<file path="src/rtl/drp_pkg.sv">
package drp_pkg;

  // Image geometry.
  localparam int DECIMATION = 8;
  localparam int MAX_DIM    = 4096;

  // Field widths.
  localparam int ROW_W   = 12;
  localparam int COL_W   = 12;
  localparam int RAW_W   = 16;
  localparam int COLOR_W = 8;

  // Configuration register widths.
  localparam int F_W       = 16;
  localparam int B_W       = 17;
  localparam int C_W       = 16;
  localparam int SCALE_W   = 16;
  localparam int MIND_W    = 11;
  localparam int INV_W     = 16;
  localparam int CFG_W     = 17;
  localparam int CFG_IDX_W = 3;

  // Datapath widths.
  localparam int FRAC_D    = 12;                    // fraction bits of the scaled disparity
  localparam int PROD_W    = RAW_W + SCALE_W;       // raw code times scale
  localparam int SUM_W     = PROD_W + 2;            // signed disparity with offset
  localparam int DEN_W     = PROD_W + 1;            // positive disparity, Q.12
  localparam int DIFF_W    = C_W + 1;               // signed offset from the image center
  localparam int MAG_W     = C_W;                   // magnitude of that offset
  localparam int NUM_SHIFT = 8;
  localparam int NUM_W     = MAG_W + B_W + NUM_SHIFT;
  localparam int Q_BITS    = 31;                    // quotient bits below saturation
  localparam int HI_W      = NUM_W - Q_BITS;
  localparam int DIV_LAT   = Q_BITS + 1;            // divider stages
  localparam int OUT_W     = 32;
  localparam int Z_W       = 31;

  // Divider lanes.
  localparam int LANES  = 3;
  localparam int LANE_Z = 0;
  localparam int LANE_X = 1;
  localparam int LANE_Y = 2;

  // Saturation limits of a signed Q16.16 coordinate.
  localparam logic [OUT_W-1:0] SAT_POS = 32'h7FFF_FFFF;
  localparam logic [OUT_W-1:0] SAT_NEG = 32'h8000_0000;

  // Reset values of the configuration registers.
  localparam logic [F_W-1:0]     RST_FOCAL    = 16'd16384;
  localparam logic [B_W-1:0]     RST_BASELINE = 17'd15729;
  localparam logic [C_W-1:0]     RST_CCOL     = 16'd10240;
  localparam logic [C_W-1:0]     RST_CROW     = 16'd7680;
  localparam logic [SCALE_W-1:0] RST_SCALE    = 16'd64;
  localparam logic [MIND_W-1:0]  RST_MIND     = 11'd0;
  localparam logic [INV_W-1:0]   RST_INVALID  = 16'hFFFF;

  // Configuration register indexes.
  typedef enum logic [CFG_IDX_W-1:0] {
    CFG_FOCAL    = 3'd0,
    CFG_BASELINE = 3'd1,
    CFG_CCOL     = 3'd2,
    CFG_CROW     = 3'd3,
    CFG_SCALE    = 3'd4,
    CFG_MIND     = 3'd5,
    CFG_INVALID  = 3'd6
  } cfg_idx_t;

  typedef struct packed {
    logic [F_W-1:0]     focal_length;
    logic [B_W-1:0]     baseline;
    logic [C_W-1:0]     center_col;
    logic [C_W-1:0]     center_row;
    logic [SCALE_W-1:0] disparity_scale;
    logic [MIND_W-1:0]  min_disparity;
    logic [INV_W-1:0]   invalid_code;
  } cfg_t;

  // Per-item data that rides alongside the divider.
  typedef struct packed {
    logic               neg_x;
    logic               neg_y;
    logic [COLOR_W-1:0] red;
    logic [COLOR_W-1:0] green;
    logic [COLOR_W-1:0] blue;
  } side_t;

  // Divider operands: one numerator per lane and a shared denominator.
  typedef struct packed {
    logic [LANES-1:0][NUM_W-1:0] num;
    logic [DEN_W-1:0]            den;
  } op_t;

endpackage

</file>
<file path="src/rtl/drp_front.sv">
module drp_front
  import drp_pkg::*;
(
  input  logic               clk,
  input  logic               rst_n,
  input  logic               adv,
  input  logic               in_valid,
  input  logic [ROW_W-1:0]   in_pixel_row,
  input  logic [COL_W-1:0]   in_pixel_col,
  input  logic [RAW_W-1:0]   in_disparity_raw,
  input  logic [COLOR_W-1:0] in_red,
  input  logic [COLOR_W-1:0] in_green,
  input  logic [COLOR_W-1:0] in_blue,
  input  cfg_t               cfg,
  output logic               front_valid,
  output side_t              front_side,
  output op_t                front_op
);

  // Stage A registers.
  logic                     a_valid_r;
  logic                     a_pass_r;
  logic [PROD_W-1:0]        a_prod_r;
  logic signed [DIFF_W-1:0] a_dx_r;
  logic signed [DIFF_W-1:0] a_dy_r;
  logic [COLOR_W-1:0]       a_red_r;
  logic [COLOR_W-1:0]       a_green_r;
  logic [COLOR_W-1:0]       a_blue_r;

  // Stage B registers.
  logic  b_valid_r;
  side_t b_side_r;
  op_t   b_op_r;

  logic                     a_pass_nxt;
  logic [PROD_W-1:0]        a_prod_nxt;
  logic signed [DIFF_W-1:0] a_dx_nxt;
  logic signed [DIFF_W-1:0] a_dy_nxt;

  logic signed [SUM_W-1:0]  b_sum;
  logic signed [SUM_W-1:0]  b_mind;
  logic                     b_keep;
  logic [MAG_W-1:0]         b_mag_x;
  logic [MAG_W-1:0]         b_mag_y;
  logic [F_W+B_W-1:0]       b_fb;
  logic [MAG_W+B_W-1:0]     b_xb;
  logic [MAG_W+B_W-1:0]     b_yb;
  op_t                      b_op_nxt;
  side_t                    b_side_nxt;

  // Stage A: screen the pixel, scale the raw code, offset from the center.
  always_comb begin
    a_pass_nxt = (32'(in_pixel_row) < MAX_DIM) && (32'(in_pixel_col) < MAX_DIM) &&
                 ((in_pixel_row % DECIMATION) == 0) && ((in_pixel_col % DECIMATION) == 0) &&
                 (in_disparity_raw != '0) && (in_disparity_raw != cfg.invalid_code);
    a_prod_nxt = PROD_W'(in_disparity_raw) * PROD_W'(cfg.disparity_scale);
    a_dx_nxt   = $signed({1'b0, in_pixel_col, 4'b0000}) - $signed({1'b0, cfg.center_col});
    a_dy_nxt   = $signed({1'b0, in_pixel_row, 4'b0000}) - $signed({1'b0, cfg.center_row});
  end

  always_ff @(posedge clk) begin
    if (!rst_n) begin
      a_valid_r <= 1'b0;
    end else if (adv) begin
      a_valid_r <= in_valid;
    end
  end

  always_ff @(posedge clk) begin
    if (adv) begin
      a_pass_r  <= a_pass_nxt;
      a_prod_r  <= a_prod_nxt;
      a_dx_r    <= a_dx_nxt;
      a_dy_r    <= a_dy_nxt;
      a_red_r   <= in_red;
      a_green_r <= in_green;
      a_blue_r  <= in_blue;
    end
  end

  // Stage B: add the disparity offset, form the three numerators.
  always_comb begin
    b_mind  = {{(SUM_W-MIND_W-FRAC_D){cfg.min_disparity[MIND_W-1]}},
               cfg.min_disparity, {FRAC_D{1'b0}}};
    b_sum   = $signed({2'b00, a_prod_r}) + b_mind;
    b_keep  = a_valid_r && a_pass_r && !b_sum[SUM_W-1] && (b_sum != '0);
    b_mag_x = a_dx_r[DIFF_W-1] ? MAG_W'(-a_dx_r) : a_dx_r[MAG_W-1:0];
    b_mag_y = a_dy_r[DIFF_W-1] ? MAG_W'(-a_dy_r) : a_dy_r[MAG_W-1:0];
    b_fb    = (F_W+B_W)'(cfg.focal_length) * (F_W+B_W)'(cfg.baseline);
    b_xb    = (MAG_W+B_W)'(b_mag_x) * (MAG_W+B_W)'(cfg.baseline);
    b_yb    = (MAG_W+B_W)'(b_mag_y) * (MAG_W+B_W)'(cfg.baseline);

    b_op_nxt.num[LANE_Z] = NUM_W'({b_fb, {NUM_SHIFT{1'b0}}});
    b_op_nxt.num[LANE_X] = NUM_W'({b_xb, {NUM_SHIFT{1'b0}}});
    b_op_nxt.num[LANE_Y] = NUM_W'({b_yb, {NUM_SHIFT{1'b0}}});
    b_op_nxt.den         = b_sum[DEN_W-1:0];

    b_side_nxt.neg_x = a_dx_r[DIFF_W-1];
    b_side_nxt.neg_y = a_dy_r[DIFF_W-1];
    b_side_nxt.red   = a_red_r;
    b_side_nxt.green = a_green_r;
    b_side_nxt.blue  = a_blue_r;
  end

  always_ff @(posedge clk) begin
    if (!rst_n) begin
      b_valid_r <= 1'b0;
    end else if (adv) begin
      b_valid_r <= b_keep;
    end
  end

  always_ff @(posedge clk) begin
    if (adv) begin
      b_op_r   <= b_op_nxt;
      b_side_r <= b_side_nxt;
    end
  end

  assign front_valid = b_valid_r;
  assign front_side  = b_side_r;
  assign front_op    = b_op_r;

endmodule

</file>
<file path="config.mk">
export PLATFORM = sky130hd
export DESIGN_NAME = drp_front
export DESIGN_NICKNAME = d
export VERILOG_FILES = /design/src/rtl/drp_pkg.sv /design/src/rtl/drp_front.sv
export SDC_FILE = /design/constraint.sdc
export NUM_CORES = 2
export LEC_CHECK = 0
export BUFFER_PORTS_ARGS = -buffer_cell sky130_fd_sc_hd__buf_4
export CAP_MARGIN = 20
export CORE_MARGIN = 2
export CORE_UTILIZATION = 55
export CTS_BUF_LIST = sky130_fd_sc_hd__clkbuf_4 sky130_fd_sc_hd__clkbuf_8 sky130_fd_sc_hd__clkbuf_16
export DETAILED_ROUTE_END_ITERATION = 6
export GPL_ROUTABILITY_DRIVEN = 0
export PLACE_DENSITY = 0.77
export SETUP_SLACK_MARGIN = 0.5
export SKIP_CTS_REPAIR_TIMING = 1
export SYNTH_ARGS = -nofsm -noshare
export SYNTH_HDL_FRONTEND = slang
export SYNTH_SLANG_ARGS = --single-unit
</file>
<file path="constraint.sdc">
create_clock -name clk -period 7.04 [get_ports clk]
set_clock_uncertainty 0.15 [all_clocks]
set_input_delay 0.704 -clock clk [delete_from_list [all_inputs] [get_ports clk]]
set_output_delay 0.704 -clock clk [all_outputs]
set_load 0.03 [all_outputs]
</file>
# After elaboration in Yosys (flattened, before gate mapping)
# Index checks and enable logic that the tools add are counted.
# W data, S select, Z words.
[op_classes]
add_sub_neg = 5
mul = 4
div_mod_pow = 0
order_cmp = 0
n_eq_ne = 1
shift = 0
mux = 2
n_bitwise = 0
n_reduce_logical = 11
[op_table]
columns = ["operator", "count"]
rows = [
  ["$mul A16 B17 Y33", 3],
  ["$logic_not A32 Y1", 2],
  ["$add A33 B23 Y34", 1],
  ["$reduce_bool A34 Y1", 1],
  ["$sub A16 B16 Y17", 2],
  ["$mul A16 B16 Y32", 1],
  ["$mux W16", 2],
  ["$neg A16 Y16", 2],
  ["$ne A16 B16 Y1", 1],
  ["$reduce_bool A16 Y1", 1],
  ["$logic_and A1 B1 Y1", 6],
  ["$logic_not A1 Y1", 1],
]
[word_totals]
ff_bits = 251
latch_bits = 0
mem_bits_rw = 0
romBits = 0
in_bits = 176
output_inout_bits = 183
wordCells = 41
mem_count = 0

# Depth between registers and ports, before layout
[logic_depth]
depth_word = 4
ltp_mapped = 31
ltp_nobuf = 30

# Worst setup path after synthesis
# OpenSTA, ideal clock, no wires.
[synth_path]
path_type = "register to register"
start = "register a_dy_r[0]"
end = "register b_op_r (netlist bit front_op[153]) (data pin)"
setup_ns = 0.286
arrival_time_ns = 6.949
t_required_ns = 6.604
path_slack_ns = -0.344
path_stages_with_launch = 31
path_buffers = 3
period_less_slack_ns = 7.384
cell_sequence = "edfxtp_1 -> clkbuf_1 -> clkbuf_1 -> inv_1 -> ha_1 -> nand2_1 -> o31ai_1 -> xnor2_1 -> clkbuf_1 -> nand2_1 -> fa_1 -> inv_1 -> fa_1 -> inv_1 -> fa_1 -> inv_1 -> fa_1 -> fa_1 -> inv_1 -> fa_1 -> inv_1 -> ha_1 -> a21o_1 -> a21o_1 -> a21oi_1 -> inv_1 -> a221o_1 -> nor4_1 -> o31ai_1 -> nand4_1 -> o311ai_0"
[synth_between]
elab_chain_len = 3
[synth_rtl]
columns = ["element", "line", "source"]
rows = [
  ["start: declaration", "drp_front.sv:25", "logic signed [DIFF_W-1:0] a_dy_r;"],
  ["start signal: assignment", "drp_front.sv:74", "a_dy_r <= a_dy_nxt;"],
  ["$neg A16 Y16", "drp_front.sv:88", "b_mag_y = a_dy_r[DIFF_W-1] ? MAG_W'(-a_dy_r) : a_dy_r[MAG_W-1:0];"],
  ["$mux W16 *", "drp_front.sv:88", ""],
  ["$mul A16 B17 Y33 *", "drp_front.sv:91", "b_yb = (MAG_W+B_W)'(b_mag_y) * (MAG_W+B_W)'(cfg.baseline);"],
  ["via b_yb[30]", "drp_front.sv:47", "logic [MAG_W+B_W-1:0] b_yb;"],
  ["end signal: assignment", "drp_front.sv:115", "b_op_r <= b_op_nxt;"],
  ["end: declaration", "drp_front.sv:33", "op_t b_op_r;"],
]
# The timed path passes the listed nets; every way through them passes the cells marked *.
# A chain may end at the register's enable or synchronous reset.

# Worst setup path in the final report
[layout_path]
start = "register a_dy_r[7]"
end = "register b_op_r (netlist bit front_op[147]) (data pin)"
# Same word-level chain as after synthesis.

==> metrics <==
netlist area before placement 45,700 µm²; status finished, violations left; end point of the most critical hold path a_blue_r[6]; count of TritonRoute iterations in the first routing pass 6; std cell rows 105; total congestion overflow 0; crit-path max FO 11; Crit path largest cell delay 570 ps; commonest register cell after synthesis edfxtp_1; number of nets with antenna violations after detailed routing 0; total buffers and inverters traversed by the critical path 6; Final Non-Filler Cells approximately 6,300; CTS Buffer Depth 3; dpl cells 6,224; effective utilization at floorplan 0.556; area grow syn2layout 16.6%; maximum clock frequency 139 MHz; clock latency of the later-clocked register in the worst-skew pair ~630 ps; max cap viols 0; Hold Path Stages 1; first-pass GRT wire length 185,000 µm; horizontal die dimension 292 µm; number of cells produced by synthesis 4,784; starting DRC count in detailed routing ~2,000; actual slew at the worst max-slew pin 966 ps; number of failing hold endpoints at the final stage 0; critical hold path startpoint in_blue[6]; number of warnings reported in the yosys synthesis log 0; sequential cell area fraction in the yosys report 0.164; post-CTS clock slew at the launch and capture registers of the worst setup and hold paths 60 ps; Post-Syn Area per Cell 9.56 µm²; max-slew violation count 0; Boundary Pins 359; via count 34,700; Storage cell area around 7500 µm²; buffer cell driving the clock tree root clkbuf_16; Worst EP arrival 7410 ps; aggregate global-route resource usage 0.270; number of global-route vias before repair roughly 37,000; post-detailed-route via-to-cell ratio 5.49; synthesis-stage register bit count between 200 and 300; count of input and output buffers 334; antenna violations before repair 10; kind of launch point of the worst setup path flip-flop; path type of the worst min-delay path in -> reg; unique cell type count in the Yosys netlist 67; Slew Limit Headroom 0.356; TritonCTS Sinks 251; TritonCTS clock tree done; post-route worst setup slack -149 ps; vertical extent of the die a little under 300 µm; Worst Reg-to-Reg Cells 25; post-detailed-placement half-perimeter wirelength 92,900 µm; number of nets in the layout 6,692; endpoint required time on the critical path slightly above 7000 ps; multi-input logic area 34,800 µm²; number of buffers added by the clock tree synthesis step 31; core region area 82,200 µm²; share of layout cells above drive strength 1 0.165; Post-synth ARST share 0; Setup violations, final 9; library cell contributing the largest single delay on the critical path fa_1; FF-to-FF setup slack -150 ps; crit-path most repeated cell fa_1; count of flip-flops with a built-in enable after synthesis 249; unrepaired setup endpoints after global routing yes; launch point of the worst reg-to-reg path a_dy_r[7]; layout filler cell count 6,440; Post-route DRC 0; critical register-to-register path endpoint front_op[147]; failing checks negative setup slack; Worst path top cell family by delay adder cells; # H-tree levels 1; largest net degree at the start of global routing 76; Total Die Area between 80,000 and 90,000 µm²; Crit Path Category reg -> reg; minimum clock period after layout 7190 ps; average routed wire per standard cell 18.2 µm; Setup TNS -689 ps; crit end category flip-flop; detailed-route wire length 115,000 µm; post-route fraction of the period consumed by the critical path 1.02
state kept, by name (all words and copies together), names as in the netlist:
register     count
a_dx_r          17
a_green_r        8
front_valid      1
a_valid_r        1
a_red_r          8
a_prod_r        32
a_pass_r         1
a_dy_r          17
a_blue_r         8
front_side      26
front_op       132
cell usage in the layout (no fill, tap or decap), types with 21 or more instances in the layout:
| cell | n |
|---|---|
| buf_4 | 570 |
| nand3_1 | 21 |
| and2_1 | 438 |
| nor3_1 | 27 |
| fa_1 | 808 |
| conb_1 | 24 |
| o21a_1 | 29 |
| ha_1 | 441 |
| xor2_1 | 27 |
| a21oi_1 | 94 |
| o21ai_0 | 40 |
| nor2_1 | 84 |
| a21o_1 | 54 |
| xnor2_1 | 144 |
| inv_1 | 987 |
| edfxtp_1 | 249 |
| inv_2 | 23 |
| clkbuf_16 | 31 |
| nand2_1 | 678 |
cell usage after synthesis, types with 16 or more instances:
library cell  instances  area [µm²]
o21a_1               29         218
nand2b_1             20         125
inv_1              1010        3790
and2_1              441        2760
nand3_1              24         120
xnor2_1             163        1430
o21ai_0              62         310
nand2_1             699        2620
nor2b_1              16         100
fa_1                819       16400
buf_4                24         180
nand4_1              17         106
ha_1                468        5860
a21o_1               54         405
clkbuf_1            192         721
nor2_1               94         353
nor3_1               35         175
a21oi_1             109         546
xor2_1               28         245
o21bai_1             20         150
edfxtp_1            249        7480
cell type report:
cell class              count  area share
well taps                1070      0.0251
multi-input cells        3328       0.653
repair buffers            607      0.0910
clock buffers              35      0.0151
diodes                      5    0.000235
clock inverters            19     0.00317
inverters                1010      0.0711
flip-flops and latches    251       0.141
how the worst max path moves through the flow:
stage,end,depth (start not counted),from
2_1_floorplan,front_op[155],26,a_dy_r[7]
4_1_cts,front_op[152],25,a_dy_r[9]
6_report,front_op[147],25,a_dy_r[7]
3_3_place_gp,front_op[155],26,a_dy_r[9]
3_5_place_dp,front_op[152],25,a_dy_r[9]
5_1_grt,front_op[147],25,a_dy_r[7]
metrics by stage:
stage	worst slack, ps	instance area [µm²]	hold slack [ps]	utilization
final	-149	53300	111	0.648
after global routing	-405	53300	79.2	0.648
after CTS	-195	52000	70.2	0.633
after detailed placement	-180	51100	255	0.621
after global placement	-75.9	51100	250	0.621
after floorplan	-21.6	46500	250	-
routing by layer:
| layer | vias to the layer above | part of all wire | track usage |
|---|---|---|---|
| li1 | 15600 | - | - |
| met3 | 338 | 0.078 | 0.0486 |
| met1 | 17400 | 0.38 | 0.330 |
| met2 | 1365 | 0.49 | 0.464 |
| met4 | 8 | 0.053 | 0.128 |
| met5 | - | 0.00042 | 0 |
worst register-to-register path: cells and delay by family (launching register included):
family | cells | cell delay, ps
XOR/XNOR | 2 | 390
AND/OR/NAND/NOR | 7 | 1360
buffers and inverters | 6 | 740
adder cells (fa/ha/maj) | 7 | 3200
AO/OA/AOI/OAI | 3 | 700
flip-flops | 1 | 410
cells by family (layout without fill, tap and decap cells):
family,count (synthesis),after routing,synth area share
AOI/OAI and AO/OA,401,401,0.0581
xor gates and xnor gates,191,192,0.0366
adders and majority gates,1287,1287,0.487
buffers and inverters,1229,1671,0.103
DFF,251,251,0.164
muxes,7,7,0.00153
other,1,29,0.0000820
and+or+nand+nor,1417,1417,0.150
Power is not shown: default switching activity piles up to over one toggle a cycle in this logic, so the estimate is an artifact.
